**src/sv/btree_key_search_macros.svh**
```systemverilog
// Assertion macros shared by the B-tree key search RTL.
`ifndef BTREE_KEY_SEARCH_MACROS_SVH
`define BTREE_KEY_SEARCH_MACROS_SVH

`ifndef SYNTHESIS

// Checks prop at every rising clock edge outside reset.
`define BKS_ASSERT(lbl, clk, rst, prop) \
   lbl: assert property (@(posedge clk) disable iff (rst) (prop)) \
      else $error("btree_key_search assertion failed");

// Checks prop at every rising clock edge, also during reset.
`define BKS_ASSERT_ALWAYS(lbl, clk, prop) \
   lbl: assert property (@(posedge clk) (prop)) \
      else $error("btree_key_search assertion failed");

`else

`define BKS_ASSERT(lbl, clk, rst, prop)
`define BKS_ASSERT_ALWAYS(lbl, clk, prop)

`endif

`endif

```
**src/sv/bks_pkg.sv**
```systemverilog
// Types, constants and codes of the B-tree key search block.
package bks_pkg;

   localparam int MIN_DEGREE = 4;
   localparam int NODE_COUNT = 256;
   localparam int MAX_LEVELS = 8;
   localparam int KEY_BITS   = 32;

   localparam int MAX_KEYS    = 2 * MIN_DEGREE - 1;
   localparam int MAX_KIDS    = 2 * MIN_DEGREE;
   localparam int NODE_W      = $clog2(NODE_COUNT);
   localparam int CNT_W       = $clog2(MAX_KEYS + 1);
   localparam int LEVEL_W     = $clog2(MAX_LEVELS + 1);
   localparam int CHILD_DEPTH = NODE_COUNT * MAX_KIDS;
   localparam int CHILD_AW    = $clog2(CHILD_DEPTH);
   localparam int HDR_W       = CNT_W + 1;

   // Item actions.
   localparam logic [1:0] ACT_HEADER = 2'd0;
   localparam logic [1:0] ACT_KEY    = 2'd1;
   localparam logic [1:0] ACT_CHILD  = 2'd2;
   localparam logic [1:0] ACT_SEARCH = 2'd3;

   // Result status codes.
   localparam logic [1:0] STS_FOUND = 2'd0;
   localparam logic [1:0] STS_MISS  = 2'd1;
   localparam logic [1:0] STS_LIMIT = 2'd2;

   typedef logic signed [KEY_BITS-1:0] key_type;

   typedef struct packed {
      logic [1:0]         action;
      logic [7:0]         node_index;
      logic [2:0]         slot_index;
      logic signed [31:0] slot_value;
      logic               leaf_flag;
      logic signed [31:0] search_key;
   } req_type;

   typedef struct packed {
      logic [1:0] status;
      logic [7:0] found_node;
      logic [2:0] found_slot;
      logic [3:0] levels_visited;
   } rsp_type;

   typedef struct packed {
      logic       start;
      logic       count_level;
      logic       load_child;
      logic       finish;
      logic [1:0] status;
   } dp_cmd_type;

   typedef struct packed {
      logic level_max;
      logic key_hit;
      logic leaf;
      logic rsp_free;
   } dp_sts_type;

endpackage

```
**src/sv/bks_ctrl.sv**
```systemverilog
// Walk controller of the B-tree key search.
`include "btree_key_search_macros.svh"

module bks_ctrl (
   input  logic                clock,
   input  logic                reset,
   input  logic                req_accept,
   input  logic [1:0]          req_action,
   input  bks_pkg::dp_sts_type sts,
   output bks_pkg::dp_cmd_type cmd,
   output logic                busy
);
   import bks_pkg::*;

   localparam logic [1:0] ST_IDLE    = 2'd0;
   localparam logic [1:0] ST_LOOKUP  = 2'd1;
   localparam logic [1:0] ST_COMPARE = 2'd2;
   localparam logic [1:0] ST_DESCEND = 2'd3;

   logic [1:0] state_ff;
   logic [1:0] state_in;

   always_comb begin
      state_in = state_ff;
      cmd      = '0;
      cmd.status = STS_MISS;
      case (state_ff)
         ST_IDLE: begin
            if (req_accept && req_action == ACT_SEARCH) begin
               cmd.start = 1'b1;
               state_in  = ST_LOOKUP;
            end
         end
         ST_LOOKUP: begin
            if (sts.level_max) begin
               if (sts.rsp_free) begin
                  cmd.finish = 1'b1;
                  cmd.status = STS_LIMIT;
                  state_in   = ST_IDLE;
               end
            end else begin
               cmd.count_level = 1'b1;
               state_in        = ST_COMPARE;
            end
         end
         ST_COMPARE: begin
            if (sts.key_hit || sts.leaf) begin
               // Hold here until the output register can take the result.
               if (sts.rsp_free) begin
                  cmd.finish = 1'b1;
                  cmd.status = sts.key_hit ? STS_FOUND : STS_MISS;
                  state_in   = ST_IDLE;
               end
            end else begin
               state_in = ST_DESCEND;
            end
         end
         ST_DESCEND: begin
            cmd.load_child = 1'b1;
            state_in       = ST_LOOKUP;
         end
         default: begin
            state_in = ST_IDLE;
         end
      endcase
   end

   always_ff @(posedge clock) begin
      if (reset) begin
         state_ff <= ST_IDLE;
      end else begin
         state_ff <= state_in;
      end
   end

   assign busy = (state_ff != ST_IDLE);

   `BKS_ASSERT(a_descend_then_lookup, clock, reset,
               state_ff == ST_DESCEND |=> state_ff == ST_LOOKUP)
   `BKS_ASSERT(a_inner_node_descends, clock, reset,
               (state_ff == ST_COMPARE && !sts.key_hit && !sts.leaf) |=> state_ff == ST_DESCEND)

endmodule

```
**config.mk**
```make
export PLATFORM = sky130hd
export DESIGN_NAME = bks_ctrl
export DESIGN_NICKNAME = d
export VERILOG_FILES = /design/src/sv/bks_pkg.sv /design/src/sv/bks_ctrl.sv
export VERILOG_INCLUDE_DIRS = /design/src /design/src/sv
export SDC_FILE = /design/constraint.sdc
export NUM_CORES = 1
export LEC_CHECK = 0
export BUFFER_PORTS_ARGS = -buffer_cell sky130_fd_sc_hd__buf_2
export CORE_AREA = 2 2 39 41
export DETAILED_ROUTE_END_ITERATION = 7
export DIE_AREA = 0 0 41 43
export GPL_TIMING_DRIVEN = 0
export PLACE_DENSITY = 0.47
export SYNTH_ARGS = -nofsm -noshare
export SYNTH_HDL_FRONTEND = slang
export SYNTH_SLANG_ARGS = --single-unit
```
**constraint.sdc**
```tcl
create_clock -name clock -period 2.1 [get_ports clock]
set_clock_uncertainty 0.2 [all_clocks]
set_input_delay 0.63 -clock clock [delete_from_list [all_inputs] [get_ports clock]]
set_output_delay 0.63 -clock clock [all_outputs]
set_load 0.05 [all_outputs]
```
==> impl_results.md, run 1 <==
* Met3 WL at 46 µm
* WP data arrival at 1.38 ns
* Max-slew headroom at 0.803
* Met2 Routed Length at 384 µm
* Final Hold Viols at 0
* Clock Path Buffers at 2
* Count leader, synth: ha_1
* Vias at 339
* Most used DFF post-synth: dfxtp_1
* R2R Setup Slk at 0.58 ns
* Main combinational cell family by area after synthesis: compound AO/OA/AOI/OAI gates
* RSZ-0062 raised after global routing: true
* Multiplexer share of the synthesized area at 0
* Routed length per instance at 10.1 µm
* M1 WL at 326 µm
* Final Max Slew Viols at 0
* Fin nets at 76
* Adder-Cell Fraction of Synth Area at 0.276
* Core Area at 0.00138 mm²
* I/O Buffers at 15
* Clk Tree Root Cell: clkbuf_4
* Reg with most FFs: state_ff
* Worst Tran Pin Value at 0.296 ns
* Syn Area/Cell at 7.76 µm²
* Area leader, netlist: ha_1
* Crit start category: register
* Largest net degree at the start of global routing at 6
* Simple-gate share of the synthesized area at 0.217
* Vias/cell at 4.52
* Initial core utilization at 0.196
* Ranking of synthesized cells by area: ha_1, dfxtp_1, inv_1
* Req. time, crit path at 1.27 ns
* CP max FO at 4
* CTS tree: done
* Commonest cells post-synth: ha_1, inv_1, nor2_1
* WL final at 756 µm
* Hold Path Class: in2reg
* DR iter-0 viols at 2
* Clk_lat worst skew at 0.22 ns
* Gpl congestion at 0.702
* Cell row count at 14
* Detailed Place HPWL at 518 µm
* Synthesized Nets at 50
* Die area at 0.00176 mm²
* Ratio of cells with drive above 1 in the final layout at 0.661
* Biggest regs: state_ff x2
* Leak at 0.243 nW
* Max reg flops at 2
* Compound-cell area share of the yosys netlist at 0.290
* Post-CTS Hold Buffers at 0
* Run status: complete, but fails checks
* Setup WS post-layout at -0.111 ns
* GRT Residual Overflow at 0
* Antenna-violating nets left at 0
* DIE WIDTH at 41 µm
* Vias in the first global route at 314
* Post-Synthesis Cells at 35
* Max layer used: met3
* Area post-placement at 390 µm²
* Tot GR Track Use at 0.104
* Min Tclk post-route at 2.21 ns
* Clock slew at reported path FFs at 0.03 ns
* Post-synth ARST share at 0
* TritonCTS Sinks at 2
* Fin crit share at 1.05
* Failing checks: negative setup slack
* Pwr/cell area at 540 mW/mm²
* I/O pin cnt at 16
* Max Cap Viol at 0
* VDD IR max at 0.000226 V
* Synth warn at 0
* Final setup violation count at 3
* Antenna cells at 0
* Flip-flop and latch count after synthesis at 2
* Pre-Repair DR Iteration Count at 2
* Count of flip-flops with a built-in enable after synthesis at 0
* Post-Place Worst Slack at -0.230 ns
* XOR/XNOR Fraction of Synth Area at 0
* H-tree Lvls at 1
* Mapped Area at 272 µm²
* Synth top area share at 0.276
* Die Ht at 43 µm
* Antenna violations before repair at 0
* Fmax at 452 MHz
* First-pass GRT wire length at 1200 µm
* Sequential fraction of the synthesis area at 0.147
* Critical path class: reg2out
* Post-route cell area at 512 µm²
* CTS Buf Count at 3
* Yosys cell types at 18
* Synthesis-to-layout area growth at 88.5%
* DRC viols at 0
* Crit end category: output port
[per-stage QoR]
stage                     power, mW  setup TNS, ns  utilization  hold WS, ns  instances
after CTS                     0.274         -0.306        0.352        0.365         73
after floorplan               0.128         -0.129            -        0.346         35
after global routing          0.307         -0.526        0.370        0.377         75
after global placement        0.158         -0.484        0.282        0.426         66
final                         0.276         -0.267        0.370        0.394         75
after detailed placement      0.158         -0.495        0.282        0.437         66
[path summary, 6_finish.rpt]
kind | from | end | depth (start not counted)
max | state_ff[1] | cmd[2] | 5
min | reset | state_ff[0] | 2
max reg2reg | state_ff[1] | state_ff[0] | 7
min reg2reg | state_ff[0] | state_ff[0] | 3
[metal layers]
| metal | vias up | GRT usage |
|---|---|---|
| met5 | - | 0 |
| met4 | 0 | 0.0800 |
| met3 | 0 | 0.0314 |
| met2 | 10 | 0.159 |
| met1 | 150 | 0.112 |
| li1 | 179 | - |
[cell usage in the layout (no fill, tap or decap), drive strengths merged, types with 2 or more instances in the layout]
| cell | Yosys | layout |
|---|---|---|
| inv | 5 | 5 |
| nand2 | 2 | 2 |
| clkbuf | 0 | 3 |
| ha | 6 | 6 |
| nand2b | 2 | 2 |
| o21ai | 3 | 3 |
| buf | 0 | 21 |
| a21oi | 2 | 2 |
| a22oi | 2 | 2 |
| nor2 | 3 | 3 |
| dfxtp | 2 | 2 |
[cells by family (layout without fill, tap and decap cells)]
family                     after synthesis  count (layout)
AOI/OAI and AO/OA                       11              11
and+or+nand+nor                         11              11
adders and majority gates                6               6
buffers and inverters                    5              29
DFF                                      2               2
[where the power goes]
part / switching (mW) / leakage [nW] / total, mW / internal, mW
clock: 0.0213 / 0.0138 / 0.0844 / 0.0630
combinational: 0.0845 / 0.212 / 0.148 / 0.0632
sequential: 0.00289 / 0.0178 / 0.0442 / 0.0413
total: 0.109 / 0.243 / 0.276 / 0.167
[final cells by class]
type / instances / area (µm²)
Fill cell: 141 / 872
Multi-Input combinational cell: 28 / 262
Timing Repair Buffer: 21 / 139
Sequential cell: 2 / 47.5
Clock buffer: 3 / 22.5
Inverter: 5 / 21.3
Tap cell: 16 / 20.0
[timing repair]
item	CTS	global route
gates resized for setup	15	4
endpoints found under the setup margin	6	4
setup buffers	4	2
pin swaps	2	1
[critical path, stage by stage (launching register included)]
cell and delay [ns]:
dfxtp_4 0.36, inv_4 0.05, ha_4 0.28, and4_4 0.20
nand2b_4 0.12, buf_8 0.14
Note: power is estimated with default switching activity, not from simulation.
==> inputs of run 2 (changes only) <==
Settings changed: GPL_TIMING_DRIVEN 0 to 1, SKIP_CTS_REPAIR_TIMING set to 1.
==> impl_results.md, run 2 (synthesized netlist as in run 1, its figures left out) <==
* Core Area at 0.00138 mm² (unchanged)
* Fill count at 127 (-9.9%)
* Fmax at 461 MHz (+2.0%)
* Placed Instances at 81 (+23%)
* Vias in the first global route at 342 (+8.9%)
* Clk_lat worst skew at 0.22 ns (about the same)
* Crit start category: register
* Most frequent cells in the layout: buf_4, buf_2, buf_6
* Fin crit share at 1.03 (-0.0209)
* Antenna-violating nets left at 0 (unchanged)
* First-pass GRT wire length at 1210 µm (+0.58%)
* Die Ht at 43 µm (unchanged)
* Max reg flops at 2 (unchanged)
* Commonest non-fill, non-tap cell in the layout: buf_4
* WP data arrival at 1.34 ns (-0.04 ns)
* CTS tree: done
* Routed length per instance at 10.3 µm (+2.0%)
* CP max FO at 4 (unchanged)
* Worst R2R Start: state_ff[1]
* Fin Hold WS at 0.399 ns (+0.00549 ns)
* GRT Residual Overflow at 0 (unchanged)
* Slowest CP cell: dfxtp_2
* VDD IR max at 0.000310 V (+37%)
* Crit end category: output port
* Antenna cells at 0 (unchanged)
* Final Max Slew Viols at 0 (unchanged)
* Clock Path Buffers at 2 (unchanged)
* I/O pin cnt at 16 (unchanged)
* Detailed Place HPWL at 683 µm (+32%)
* Pwr/cell area at 491 mW/mm² (-9.1%)
* DIE WIDTH at 41 µm (unchanged)
* Min Tclk post-route at 2.17 ns (-0.0438 ns)
* Fin nets at 85 (+12%)
* Crit path launch: state_ff[0]
* Area post-placement at 503 µm² (+29%)
* Clk Tree Root Cell: clkbuf_4
* Vias at 380 (+12%)
* Final setup violation count at 3 (unchanged)
* DRC viols at 0 (unchanged)
* Leak at 0.293 nW (+21%)
* Final cell count without fillers at 84 (+12%)
* WL final at 864 µm (+14%)
* Vias/cell at 4.52 (about the same)
* Max Cap Viol at 0 (unchanged)
* Largest net degree at the start of global routing at 5 (-1)
* Critical path class: reg2out
* Die area at 0.00176 mm² (unchanged)
* GR Util met3 at 0.0314 (unchanged)
* Worst Tran Pin Value at 0.301 ns (+0.00577 ns)
* Tot GR Track Use at 0.105 (+0.00100)
* Max incr delay on CP at 0.32 ns (-0.04 ns)
* Initial core utilization at 0.196 (unchanged)
* Setup WS post-layout at -0.0675 ns (+0.0438 ns)
* Ratio of cells with drive above 1 in the final layout at 0.735 (+0.0743)
* Final Hold Viols at 0 (unchanged)
* Hold Path Class: in2reg
* R2R Setup Slk at 0.63 ns (+0.05 ns)
* Post-route cell area at 611 µm² (+19%)
* Antenna violations before repair at 0 (unchanged)
* M2 GR Usage at 0.163 (+0.00313)
* DR iter-0 viols at 1 (-1)
* Clock slew at reported path FFs at 0.03 ns (about the same)
* Cell row count at 14 (unchanged)
* Pwr Total at 0.300 mW (+8.5%)
* Biggest regs: state_ff x2
* Worst min-delay path startpoint: reset
* CTS Buf Count at 3 (unchanged)
* Critical path buffers and inverters at 2 (unchanged)
* H-tree Lvls at 1 (unchanged)
* Max-slew headroom at 0.799 (-0.00385)
* Gpl congestion at 0.716 (+2.0%)
* TritonCTS Sinks at 2 (unchanged)
* Run status: complete, but fails checks
* GRT busiest layer: met2
* Failing checks: negative setup slack
* Reg with most FFs: state_ff
* Delay-heaviest family, CP: flip-flops
* Pre-Repair DR Iteration Count at 2 (unchanged)
* Cell-by-cell trace of the critical path: inv_2, ha_4, and4_4, nand2b_4, buf_8
* RSZ-0062 raised after global routing: true
* Req. time, crit path at 1.27 ns (about the same)
* Synthesis-to-layout area growth at 125%
* I/O Buffers at 15 (unchanged)
* GR Util met1 at 0.112 (unchanged)
-- run 2: worst paths after layout --
kind                       to  cells after the start
hold reg to reg   state_ff[1]                      3
setup / recovery       cmd[2]                      5
setup reg to reg  state_ff[0]                      7
hold / removal    state_ff[0]                      2
-- run 2: layout make-up --
| class | instances | area [µm²] | area share |
|---|---|---|---|
| sequential | 2 | 42.5 | 0.0697 |
| timing repair buffer | 30 | 218 | 0.357 |
| clock buffer | 3 | 22.5 | 0.0369 |
| tap | 16 | 20.0 | 0.0328 |
| inverter | 5 | 18.8 | 0.0307 |
| multi-input combinational | 28 | 289 | 0.473 |
-- run 2: per-layer routing --
| layer | wire [µm] | up-vias | share of wire |
|---|---|---|---|
| met2 | 472 | 10 | 0.55 |
| met5 | 0 | - | 0 |
| met3 | 48 | 0 | 0.056 |
| li1 | - | 192 | - |
| met1 | 343 | 178 | 0.40 |
| met4 | 0 | 0 | 0 |
-- run 2: stage by stage --
stage                     setup TNS (ns)  setup slack, ns   util
after CTS                         -0.874           -0.283  0.380
after global routing              -0.373           -0.125  0.441
after detailed placement         -0.0809          -0.0484  0.363
after floorplan                   -0.129           -0.129      -
final                             -0.178          -0.0675  0.441
after global placement           -0.0748          -0.0390  0.363
-- run 2: worst register-to-register path, stage by stage, from the launching register on --
cell and delay (ns):
dfxtp_2 0.32, inv_2 0.05, buf_6 0.12, ha_1 0.22
a21oi_1 0.16, o2bb2ai_1 0.09, a22oi_1 0.14, nor2_1 0.06
-- run 2: power by group --
group          switching, mW  leakage, nW  internal, mW
sequential           0.00203       0.0172        0.0422
clock                 0.0201       0.0138        0.0629
combinational         0.0931        0.262        0.0794
